===== src/rtl/core/pid_with_integral_zone_defines.svh =====
// Assertion helpers for the PID block. Both expect clk and arst_n in scope.
`ifndef PID_WITH_INTEGRAL_ZONE_DEFINES_SVH
`define PID_WITH_INTEGRAL_ZONE_DEFINES_SVH

// Consequent checked in the same cycle as the antecedent.
`define PIDZ_ASSERT_NOW(lbl, ante, cons, msg) \
	lbl: assert property (@(posedge clk) disable iff (!arst_n) (ante) |-> (cons)) \
		else $error(msg);

// Consequent checked in the cycle after the antecedent.
`define PIDZ_ASSERT_NEXT(lbl, ante, cons, msg) \
	lbl: assert property (@(posedge clk) disable iff (!arst_n) (ante) |=> (cons)) \
		else $error(msg);

`endif


===== src/rtl/core/pidz_pkg.sv =====
package pidz_pkg;

	localparam int DATA_WIDTH     = 16;
	localparam int GAIN_FRAC_BITS = 8;
	localparam int ACC_WIDTH      = 32;
	localparam int COUNT_WIDTH    = 16;
	localparam int GAIN_WIDTH     = 16;
	localparam int DRIVE_WIDTH    = 32;
	localparam int REG_IDX_WIDTH  = 3;

	typedef enum logic [REG_IDX_WIDTH-1:0] {
		REG_SETPOINT,
		REG_P_GAIN,
		REG_I_GAIN,
		REG_D_GAIN,
		REG_INT_ZONE,
		REG_SETTLE_BAND,
		REG_SETTLE_TICKS
	} pidz_reg_t;

	// Gains are signed Q8.8; apply $signed at the point of use.
	typedef struct packed {
		logic [GAIN_WIDTH-1:0] p;
		logic [GAIN_WIDTH-1:0] i;
		logic [GAIN_WIDTH-1:0] d;
	} pidz_gains_t;

	typedef struct packed {
		logic load_s3;
		logic load_out;
	} pidz_ctl_t;

endpackage


===== src/rtl/core/pidz_ifs.sv =====
interface pidz_in_if #(
	parameter int DATA_WIDTH = pidz_pkg::DATA_WIDTH
);
	logic                         valid;
	logic                         ready;
	logic signed [DATA_WIDTH-1:0] measured_value;

	modport source (output valid, output measured_value, input ready);
	modport sink (input valid, input measured_value, output ready);
endinterface

interface pidz_out_if #(
	parameter int DATA_WIDTH = pidz_pkg::DATA_WIDTH
);
	logic                                   valid;
	logic                                   ready;
	logic signed [pidz_pkg::DRIVE_WIDTH-1:0] drive;
	logic signed [DATA_WIDTH:0]             error_now;
	logic                                   settled;

	modport source (output valid, output drive, output error_now, output settled, input ready);
	modport sink (input valid, input drive, input error_now, input settled, output ready);
endinterface


===== src/rtl/core/pidz_drive.sv =====
module pidz_drive #(
	parameter int DATA_WIDTH     = pidz_pkg::DATA_WIDTH,
	parameter int GAIN_FRAC_BITS = pidz_pkg::GAIN_FRAC_BITS,
	parameter int ACC_WIDTH      = pidz_pkg::ACC_WIDTH
) (
	input  logic                                    clk,
	input  pidz_pkg::pidz_ctl_t                     ctl,
	input  pidz_pkg::pidz_gains_t                   gains,
	input  logic signed [DATA_WIDTH:0]              err_s2,
	input  logic signed [DATA_WIDTH+1:0]            deriv_s2,
	input  logic signed [ACC_WIDTH-1:0]             integ_s2,
	output logic signed [pidz_pkg::DRIVE_WIDTH-1:0] drive_q
);

	localparam int GW   = pidz_pkg::GAIN_WIDTH;
	localparam int OW   = pidz_pkg::DRIVE_WIDTH;
	localparam int PW_E = DATA_WIDTH + 1 + GW;
	localparam int PW_I = ACC_WIDTH + GW;
	localparam int PW_D = DATA_WIDTH + 2 + GW;
	localparam int TW   = ((PW_I > PW_D) ? PW_I : PW_D) + 2;
	localparam int XW   = (TW > OW + 1) ? TW : OW + 1;
	localparam logic signed [XW-1:0] DMAX = {{(XW-OW+1){1'b0}}, {(OW-1){1'b1}}};
	localparam logic signed [XW-1:0] DMIN = ~DMAX;

	logic signed [PW_E-1:0] prod_e_s3;
	logic signed [PW_I-1:0] prod_i_s3;
	logic signed [PW_D-1:0] prod_d_s3;
	logic signed [TW-1:0]   total;
	logic signed [TW-1:0]   scaled;
	logic signed [XW-1:0]   scaled_x;
	logic signed [OW-1:0]   drive_d;

	always_ff @(posedge clk) begin
		if (ctl.load_s3) begin
			prod_e_s3 <= err_s2 * $signed(gains.p);
			prod_i_s3 <= integ_s2 * $signed(gains.i);
			prod_d_s3 <= deriv_s2 * $signed(gains.d);
		end
	end

	// Arithmetic shift floors toward minus infinity.
	always_comb begin
		total    = TW'(prod_e_s3) + TW'(prod_i_s3) + TW'(prod_d_s3);
		scaled   = total >>> GAIN_FRAC_BITS;
		scaled_x = XW'(scaled);
		if (scaled_x > DMAX) begin
			drive_d = DMAX[OW-1:0];
		end else if (scaled_x < DMIN) begin
			drive_d = DMIN[OW-1:0];
		end else begin
			drive_d = scaled_x[OW-1:0];
		end
	end

	always_ff @(posedge clk) begin
		if (ctl.load_out) begin
			drive_q <= drive_d;
		end
	end

endmodule


===== src/rtl/core/pid_with_integral_zone.sv =====
// Channel   Direction  Payload                              Handshake
// sample    in         measured_value                       valid/ready
// result    out        drive, error_now, settled            valid/ready
// wr_*      in         wr_index, wr_data                    wr_en, no back-pressure
//
// One transaction per cycle sustained while result.ready holds. Four registers in line (input
// register, error/integral stage, product stage, output register); a sample passes through
// them in that order, and result.valid is driven by the output register.
// Controller state (previous error, integral, settle count) updates in the error stage.
// arst_n clears configuration, controller state and valid flags; data registers are not reset.
// A stalled result backs up the pipeline one stage at a time; bubbles still collapse.
`include "pid_with_integral_zone_defines.svh"

module pid_with_integral_zone #(
	parameter int DATA_WIDTH     = pidz_pkg::DATA_WIDTH,
	parameter int GAIN_FRAC_BITS = pidz_pkg::GAIN_FRAC_BITS,
	parameter int ACC_WIDTH      = pidz_pkg::ACC_WIDTH,
	parameter int COUNT_WIDTH    = pidz_pkg::COUNT_WIDTH,
	localparam int CFG_WIDTH_A   = (DATA_WIDTH > pidz_pkg::GAIN_WIDTH) ?
		DATA_WIDTH : pidz_pkg::GAIN_WIDTH,
	localparam int CFG_WIDTH     = (CFG_WIDTH_A > COUNT_WIDTH) ? CFG_WIDTH_A : COUNT_WIDTH
) (
	input  logic                                 clk,
	input  logic                                 arst_n,
	pidz_in_if.sink                              sample,
	pidz_out_if.source                           result,
	input  logic                                 wr_en,
	input  logic [pidz_pkg::REG_IDX_WIDTH-1:0]   wr_index,
	input  logic [CFG_WIDTH-1:0]                 wr_data
);

	localparam int GW = pidz_pkg::GAIN_WIDTH;
	localparam int EW = DATA_WIDTH + 1;
	localparam int SW = ((ACC_WIDTH > EW) ? ACC_WIDTH : EW) + 1;
	localparam logic signed [SW-1:0] AMAX = {{(SW-ACC_WIDTH+1){1'b0}}, {(ACC_WIDTH-1){1'b1}}};
	localparam logic signed [SW-1:0] AMIN = ~AMAX;

	// Configuration registers
	logic signed [DATA_WIDTH-1:0]  setpoint_q;
	pidz_pkg::pidz_gains_t         gains_q;
	logic [DATA_WIDTH-1:0]         int_zone_q;
	logic [DATA_WIDTH-1:0]         settle_band_q;
	logic [COUNT_WIDTH-1:0]        settle_ticks_q;

	// Controller state
	logic signed [EW-1:0]          prev_err_q;
	logic signed [ACC_WIDTH-1:0]   integ_q;
	logic [COUNT_WIDTH-1:0]        settle_count_q;

	// Pipeline
	logic                          valid_s1, valid_s2, valid_s3, out_valid_q;
	logic signed [DATA_WIDTH-1:0]  meas_s1;
	logic signed [EW-1:0]          err_s2, err_s3;
	logic signed [EW:0]            deriv_s2;
	logic signed [ACC_WIDTH-1:0]   integ_s2;
	logic                          settled_s2, settled_s3;
	logic signed [EW-1:0]          error_now_q;
	logic                          settled_q;

	logic                          rdy_out, rdy3, rdy2, rdy1, adv1;
	pidz_pkg::pidz_ctl_t           ctl;

	logic signed [EW-1:0]          err;
	logic signed [EW:0]            deriv;
	logic [EW-1:0]                 mag;
	logic signed [SW-1:0]          isum;
	logic signed [ACC_WIDTH-1:0]   integ_sat;
	logic signed [ACC_WIDTH-1:0]   integ_next;
	logic                          sign_chg;
	logic [COUNT_WIDTH-1:0]        count_next;
	logic                          settled;

	always_ff @(posedge clk or negedge arst_n) begin
		if (!arst_n) begin
			setpoint_q     <= '0;
			gains_q        <= '0;
			int_zone_q     <= '0;
			settle_band_q  <= '0;
			settle_ticks_q <= '0;
		end else if (wr_en) begin
			unique case (pidz_pkg::pidz_reg_t'(wr_index))
				pidz_pkg::REG_SETPOINT:     setpoint_q     <= wr_data[DATA_WIDTH-1:0];
				pidz_pkg::REG_P_GAIN:       gains_q.p      <= wr_data[GW-1:0];
				pidz_pkg::REG_I_GAIN:       gains_q.i      <= wr_data[GW-1:0];
				pidz_pkg::REG_D_GAIN:       gains_q.d      <= wr_data[GW-1:0];
				pidz_pkg::REG_INT_ZONE:     int_zone_q     <= wr_data[DATA_WIDTH-1:0];
				pidz_pkg::REG_SETTLE_BAND:  settle_band_q  <= wr_data[DATA_WIDTH-1:0];
				pidz_pkg::REG_SETTLE_TICKS: settle_ticks_q <= wr_data[COUNT_WIDTH-1:0];
				default: ;
			endcase
		end
	end

	// A stage may load when empty or when its content moves on.
	assign rdy_out      = !out_valid_q || result.ready;
	assign rdy3         = !valid_s3 || rdy_out;
	assign rdy2         = !valid_s2 || rdy3;
	assign rdy1         = !valid_s1 || rdy2;
	assign adv1         = valid_s1 && rdy2;
	assign sample.ready = rdy1;
	assign ctl.load_s3  = valid_s2 && rdy3;
	assign ctl.load_out = valid_s3 && rdy_out;

	always_ff @(posedge clk or negedge arst_n) begin
		if (!arst_n) begin
			valid_s1    <= 1'b0;
			valid_s2    <= 1'b0;
			valid_s3    <= 1'b0;
			out_valid_q <= 1'b0;
		end else begin
			if (rdy1) valid_s1 <= sample.valid;
			if (rdy2) valid_s2 <= valid_s1;
			if (rdy3) valid_s3 <= valid_s2;
			if (rdy_out) out_valid_q <= valid_s3;
		end
	end

	always_ff @(posedge clk) begin
		if (sample.valid && rdy1) begin
			meas_s1 <= sample.measured_value;
		end
	end

	// Error stage: error, derivative, integral and settle counter.
	always_comb begin
		err   = EW'(setpoint_q) - EW'(meas_s1);
		deriv = (EW+1)'(err) - (EW+1)'(prev_err_q);
		mag   = err[EW-1] ? (~err + 1'b1) : err;

		isum = SW'(integ_q) + SW'(err);
		if (isum > AMAX) begin
			integ_sat = AMAX[ACC_WIDTH-1:0];
		end else if (isum < AMIN) begin
			integ_sat = AMIN[ACC_WIDTH-1:0];
		end else begin
			integ_sat = isum[ACC_WIDTH-1:0];
		end

		// Three-valued sign: negative, zero, positive.
		sign_chg = (err[EW-1] != prev_err_q[EW-1]) || ((err == '0) != (prev_err_q == '0));

		priority if (gains_q.i == '0) begin
			integ_next = integ_q;
		end else if (sign_chg) begin
			integ_next = '0;
		end else if (mag < {1'b0, int_zone_q}) begin
			integ_next = integ_sat;
		end else begin
			integ_next = integ_q;
		end

		if (mag < {1'b0, settle_band_q} && settle_count_q != '1) begin
			count_next = settle_count_q + 1'b1;
		end else begin
			count_next = settle_count_q;
		end
		settled = count_next > settle_ticks_q;
	end

	always_ff @(posedge clk or negedge arst_n) begin
		if (!arst_n) begin
			prev_err_q     <= '0;
			integ_q        <= '0;
			settle_count_q <= '0;
		end else if (adv1) begin
			prev_err_q     <= err;
			integ_q        <= integ_next;
			settle_count_q <= count_next;
		end
	end

	always_ff @(posedge clk) begin
		if (adv1) begin
			err_s2     <= err;
			deriv_s2   <= deriv;
			integ_s2   <= integ_next;
			settled_s2 <= settled;
		end
		if (ctl.load_s3) begin
			err_s3     <= err_s2;
			settled_s3 <= settled_s2;
		end
		if (ctl.load_out) begin
			error_now_q <= err_s3;
			settled_q   <= settled_s3;
		end
	end

	pidz_drive #(
		.DATA_WIDTH     (DATA_WIDTH),
		.GAIN_FRAC_BITS (GAIN_FRAC_BITS),
		.ACC_WIDTH      (ACC_WIDTH)
	) u_drive (
		.clk      (clk),
		.ctl      (ctl),
		.gains    (gains_q),
		.err_s2   (err_s2),
		.deriv_s2 (deriv_s2),
		.integ_s2 (integ_s2),
		.drive_q  (result.drive)
	);

	assign result.valid     = out_valid_q;
	assign result.error_now = error_now_q;
	assign result.settled   = settled_q;

	`PIDZ_ASSERT_NEXT(a_count_mono, 1'b1, settle_count_q >= $past(settle_count_q), "settle count decreased")
	`PIDZ_ASSERT_NEXT(a_integ_frozen, adv1 && gains_q.i == '0, $stable(integ_q), "integral moved with zero I gain")
	`PIDZ_ASSERT_NEXT(a_integ_clear, adv1 && gains_q.i != '0 && sign_chg, integ_q == '0, "integral not cleared on sign change")

endmodule

===== src/flat_wrapper.sv =====
// flat-port wrapper written by rule: the top's interface ports become plain ports
module pid_with_integral_zone_flat 
#(
	parameter int DATA_WIDTH     = pidz_pkg::DATA_WIDTH,
	parameter int GAIN_FRAC_BITS = pidz_pkg::GAIN_FRAC_BITS,
	parameter int ACC_WIDTH      = pidz_pkg::ACC_WIDTH,
	parameter int COUNT_WIDTH    = pidz_pkg::COUNT_WIDTH,
	localparam int CFG_WIDTH_A   = (DATA_WIDTH > pidz_pkg::GAIN_WIDTH) ?
		DATA_WIDTH : pidz_pkg::GAIN_WIDTH,
	localparam int CFG_WIDTH     = (CFG_WIDTH_A > COUNT_WIDTH) ? CFG_WIDTH_A : COUNT_WIDTH
)
  (clk, arst_n, wr_en, wr_index, wr_data, sample_valid, sample_measured_value, sample_ready, result_valid, result_drive, result_error_now, result_settled, result_ready);
  pidz_in_if #(.DATA_WIDTH(DATA_WIDTH)) sample_i ();
  pidz_out_if #(.DATA_WIDTH(DATA_WIDTH)) result_i ();
  input  logic clk;
  input  logic arst_n;
  input  logic wr_en;
  input  logic [pidz_pkg::REG_IDX_WIDTH-1:0] wr_index;
  input  logic [CFG_WIDTH-1:0] wr_data;
  input wire logic [$bits(sample_i.valid)-1:0] sample_valid;
  input wire logic [$bits(sample_i.measured_value)-1:0] sample_measured_value;
  output wire logic [$bits(sample_i.ready)-1:0] sample_ready;
  output wire logic [$bits(result_i.valid)-1:0] result_valid;
  output wire logic [$bits(result_i.drive)-1:0] result_drive;
  output wire logic [$bits(result_i.error_now)-1:0] result_error_now;
  output wire logic [$bits(result_i.settled)-1:0] result_settled;
  input wire logic [$bits(result_i.ready)-1:0] result_ready;
  assign sample_i.valid = sample_valid;
  assign sample_i.measured_value = sample_measured_value;
  assign sample_ready = sample_i.ready;
  assign result_valid = result_i.valid;
  assign result_drive = result_i.drive;
  assign result_error_now = result_i.error_now;
  assign result_settled = result_i.settled;
  assign result_i.ready = result_ready;
  pid_with_integral_zone #(.DATA_WIDTH(DATA_WIDTH), .GAIN_FRAC_BITS(GAIN_FRAC_BITS), .ACC_WIDTH(ACC_WIDTH), .COUNT_WIDTH(COUNT_WIDTH)) u_core (.clk(clk), .arst_n(arst_n), .sample(sample_i), .result(result_i), .wr_en(wr_en), .wr_index(wr_index), .wr_data(wr_data));
endmodule

===== config.mk =====
export PLATFORM = sky130hd
export DESIGN_NAME = pid_with_integral_zone_flat
export DESIGN_NICKNAME = d
export VERILOG_FILES = /design/src/rtl/core/pidz_pkg.sv /design/src/rtl/core/pidz_ifs.sv /design/src/rtl/core/pidz_drive.sv /design/src/rtl/core/pid_with_integral_zone.sv /design/src/flat_wrapper.sv
export VERILOG_INCLUDE_DIRS = /design/src /design/src/rtl/core
export SDC_FILE = /design/constraint.sdc
export NUM_CORES = 2
export LEC_CHECK = 0
export ABC_AREA = 1
export BUFFER_PORTS_ARGS = -buffer_cell sky130_fd_sc_hd__buf_2
export CORE_ASPECT_RATIO = 0.75
export CORE_MARGIN = 8
export CORE_UTILIZATION = 65
export DETAILED_ROUTE_END_ITERATION = 10
export GPL_TIMING_DRIVEN = 0
export PLACE_DENSITY = 0.82
export SKIP_CTS_REPAIR_TIMING = 1
export SYNTH_ARGS = -nofsm -noshare
export SYNTH_HDL_FRONTEND = slang
export SYNTH_HIERARCHICAL = 1
export SYNTH_SLANG_ARGS = --single-unit

===== constraint.sdc =====
create_clock -name clk -period 7.7 [get_ports clk]
set_input_delay 1.155 -clock clk [delete_from_list [all_inputs] [get_ports clk]]
set_output_delay 1.155 -clock clk [all_outputs]
set_load 0.02 [all_outputs]

# After elaboration in Yosys (flattened, before gate mapping)
# Index checks and enable logic that the tools add are counted.
# totals
reg_bits	448
in_bits	40
elab_cells	87
# classes
addsub	7
n_mul	3
magnitude_cmp	7
n_eq_ne	9
muxes	8
n_bitwise	1
n_reduce_logical	25
# op_table
op	n
32-bit 2-to-1 mux	6
49-bit by 34-bit adder with 50-bit output	1
33-bit by 48-bit adder with 49-bit output	1
32-bit by 16-bit multiplier with 48-bit output	1
42-bit by 32-bit greater-than comparator with 1-bit output, second input constant	1
42-bit by 32-bit less-than comparator with 1-bit output, second input constant	1
17-bit zero test	2
17-bit by 16-bit less-than comparator with 1-bit output	2
18-bit by 16-bit multiplier with 34-bit output	1
32-bit by 17-bit adder with 33-bit output	1
33-bit by 32-bit greater-than comparator with 1-bit output, second input constant	1
33-bit by 32-bit less-than comparator with 1-bit output, second input constant	1
17-bit by 16-bit multiplier with 33-bit output	1
17-bit by 17-bit subtractor with 18-bit output	1
17-bit by 1-bit adder with 17-bit output, second input constant	1
17-bit 2-to-1 mux	1
17-bit inverter	1
16-bit by 16-bit subtractor with 17-bit output	1
16-bit by 1-bit adder with 16-bit output, second input constant	1
16-bit greater-than comparator	1
16-bit zero test	1
16-bit 2-to-1 mux	1
16-bit inequality test, second input constant	1
2-bit AND reduction	7
8 further kinds	23

# Depth between registers and ports, before layout
# logic_depth
depth_word	8
mapped_depth	39
ltp_nobuf	38

# Modules after synthesis
# Netlist, hierarchy kept.
# by_module_without_submodules
mod	n_inst	cells_each	area_each_um2
pidz_drive	1	6122	49508.7
pid_with_integral_zone	1	2165	17862.1

# Worst setup path after synthesis
# Ideal clock, no wire load.
# synth_timing
kind	register to register
from	register u_core/gains_q[1] (netlist name)
to	register u_core.u_drive.prod_d_s3[30], data pin
setup_ns	0.259
t_arrival_ns	5.761
required_time_ns	7.441
slack_ns	1.680
path_stages_with_launch	25
path_buffers	2
path_cell_list	dfrtp_1 clkbuf_1 clkbuf_1 nand2_1 fa_1 inv_1 fa_1 inv_1 fa_1 inv_1 fa_1 fa_1 inv_1 fa_1 inv_1 ha_1 a21oi_1 o21ai_0 a21oi_1 nand3_1 a21o_1 a21boi_0 o21ai_0 nand2_1 nand2_1
# synth_via
elab_chain_len	1
# synth_rtl
element	line_no	rtl
from (decl)	pid_with_integral_zone.sv:40	pidz_pkg::pidz_gains_t gains_q;
18-bit by 16-bit multiplier with 34-bit output	pidz_drive.sv:37	prod_d_s3 <= deriv_s2 * $signed(gains.d);
to (signal assigned)	pidz_drive.sv:37	
to (decl)	pidz_drive.sv:27	logic signed [PW_D-1:0] prod_d_s3;
# Every way passes these cells.
# A chain may end at the register's enable or synchronous reset.

# Worst setup path in the final report
# layout_timing
from	register u_core/gains_q[10] (netlist name)
to	register u_core.u_drive.prod_d_s3[28], data pin
# Same word-level chain as after synthesis.

==> impl_metrics.yaml <==
timing:
  finalClockSkew_ns: 0.0682
  worst_slack_ns: 0.236
  worst_slew_pin_slew_ns: 1.19
  max_freq_ghz: 0.134
  setup_viol: 0
  drv_slew: 0
  rsz0062_at_grt: "false"
  min_period_over_period_pct: 96.9
  slew_headroom_pct: 20.4
  hold_viol_final: 0
  fin_crit_ns: 7.46
  fin_tns_setup_ns: 0
placed_design:
  io_buffers: 91
  pre_cts_ws_ns: 0.196
  post-dp-hpwl_mm: 161
  gp_congestion: 1.08
route:
  ant_nets: 0
  wire_per_inst_um: 19.9
  vias_per_cell: 5.63
  drt_wl_total_mm: 196
  first_pass_iters: 7
  drt_iter0_drc: 6352
  via_count: 55229
  drc_errors: 0
cts:
  numCtsBuffers: 46
  h-tree-depth: 2
  root_buffer: "clkbuf_16"
  cts_tree: "done"
  clk_latency_ns: 0.66
  cts.sink_count: 448
  clkSlewWorstSetupHoldPaths_ns: 0.07
  ctsLongestPathBuffers: 3
floorplan:
  dieWidth_um: 388
  ios: 92
  die_area_sq_mm: 0.114
  start_util_pct: 65.4
  rows: 102
  die_h_um: 295
  core_sq_mm: 0.103
yosys:
  yosys-top-cells-count: "nand2_1 (2196), inv_1 (2142), fa_1 (1102)"
  avgSynthCellArea_sq_um: 8.13
  ys_seq_elements: 448
  synth_edf_count: 267
  yosysMostFrequentCell: "nand2_1"
  yosysSeqAreaShare_pct: 18.6
  async_flop_share_pct: 40.4
  yosys.area.top_type: "fa_1"
  ys.flop_type: "edfxtp_1"
  netlist_area_sq_mm: 0.0674
  netlist_top_cells_area: "fa_1 (33%), nand2_1 (12%), inv_1 (12%)"
  syn-num-nets: 9873
  ys_types: 52
  syn_inst: 8287
  synth_top_area_share_pct: 32.7
  yosys_warnings: 6
critical_path:
  crit_path_start_kind: "register"
  worstPathRequired_ns: 8.03
  crit_type: "register to register"
  crit_path_top_delay_cell: "fa_1"
  worstPathCellList: "clkbuf_1 > clkbuf_1 > nand2_1 > fa_1 > inv_1 > fa_1 > fa_1 > fa_1 > fa_1 > inv_1 > fa_1 > inv_1 > ha_1 > nand2_1 > nor2_1 > nor3b_1 > nand4_1 > nand3_1 > a21o_1 > a21boi_1 > xnor2_1"
  cp_max_fo: 10
  endpoint_kind: "register"
  arrival_ns: 7.79
  path_common_cell: "fa_1"
  max_stage_delay_ns: 0.57
flow_run:
  cap_violations: 0
grt:
  met2_usage_pct: 50.2
  use_met3_pct: 14.7
  grt_start_max_net_pins: 119
  met1_usage_pct: 46.7
  antenna_found_initial: 7
  busiest_layer: "met2"
  grt.total_usage_pct: 34.6
  grt_pass1_wl_mm: 309
  grt_pass1_vias: 56693
  gr-total-overflow: 0
status:
  status: "finished, final reports clean"
worst_hold_path:
  hp-class: "register to register"
layout:
  layout-drive-gt1-share_pct: 4.55
  area_growth_pct: 5.77
  finalNetCount: 10011
-- kinds of logic after synthesis --
family / count (synthesis) / synth area share [%]
AOI/OAI and AO/OA: 671 / 5.41
xor gates and xnor gates: 226 / 2.96
adders and majority gates: 1546 / 41.0
DFF: 448 / 18.6
buffers and inverters: 2449 / 13.9
and+or+nand+nor: 2947 / 18.1
-- routing by layer --
metal  vias to the layer above  wire length (um)
li1                      24725                 -
met1                     26622             77300
met2                      3337             79700
met3                       537             30200
met4                         8              8390
met5                         -               142
-- flip-flops by register name, summed over array words and instances (netlist names), 17 cells and up --
signal / flops
u_core/deriv_s2: 18
u_core/err_s2: 17
u_core/err_s3: 17
u_core/gains_q: 48
u_core/integ_q: 32
u_core/integ_s2: 32
u_core/prev_err_q: 17
u_core/result.error_now: 17
u_core/u_drive/drive_q: 32
u_core/u_drive/prod_d_s3: 34
u_core/u_drive/prod_e_s3: 33
u_core/u_drive/prod_i_s3: 48
-- cell usage in the layout (no fill, tap or decap), types with 142 or more instances in the layout --
| master | synthesis | final |
|---|---|---|
| nand2_1 | 2196 | 2196 |
| o21ai_0 | 239 | 239 |
| nor2_1 | 323 | 321 |
| nand3_1 | 142 | 142 |
| dfrtp_1 | 181 | 181 |
| xor2_1 | 147 | 147 |
| fa_1 | 1102 | 1102 |
| edfxtp_1 | 267 | 267 |
| ha_1 | 444 | 444 |
| a21oi_1 | 297 | 297 |
| inv_1 | 2142 | 2141 |
| clkbuf_1 | 257 | 258 |
-- stage by stage --
stage | cells | instance area, sq um | hold WS [ns] | utilization [%]
global route | 9815 | 71200 | 0.423 | 69.2
floorplan | 8287 | 67400 | 0.400 | -
finish | 9818 | 71300 | 0.417 | 69.2
global placement | 9730 | 69500 | 0.403 | 67.5
CTS | 9821 | 71300 | 0.419 | 69.2
detailed placement | 9735 | 69700 | 0.405 | 67.6
-- critical path, delay by kind of cell, from the launching register on --
kind,cells,cell delay (ns)
adder cells (fa/ha/maj),7,3.37
AND/OR/NAND/NOR,6,1.26
buffers and inverters,5,1.20
XOR/XNOR,1,0.54
AO/OA/AOI/OAI,2,0.40
flip-flops,1,0.35
-- final cells by class --
type / instances / area, sq um
fillers: 8215 / 31700
flip-flops and latches: 448 / 12500
clock inverters: 27 / 357
repair buffers: 96 / 576
diodes: 3 / 7.51
well taps: 1352 / 1690
plain buffers: 285 / 1230
multi-input cells: 5390 / 45500
inverters: 2158 / 8110
clock buffers: 59 / 1260
-- worst paths after layout --
check | startpoint | to | slack [ns] | cells past startpoint
max reg2reg | u_core/gains_q[10] | u_core/u_drive/prod_d_s3[28] | 0.24 | 21
min in group asynchronous | arst_n | u_core/integ_q[26] | 0.47 | 1
min | u_core/err_s3[0] | u_core/result.error_now[0] | 0.42 | 0
min reg2reg | u_core/err_s3[0] | u_core/result.error_now[0] | 0.42 | 0
max in group asynchronous | arst_n | u_core/gains_q[15] | 6.21 | 2
max | u_core/gains_q[10] | u_core/u_drive/prod_d_s3[28] | 0.24 | 21
Power is not shown: default switching activity piles up to over one toggle a cycle in this logic, so the estimate is an artifact.
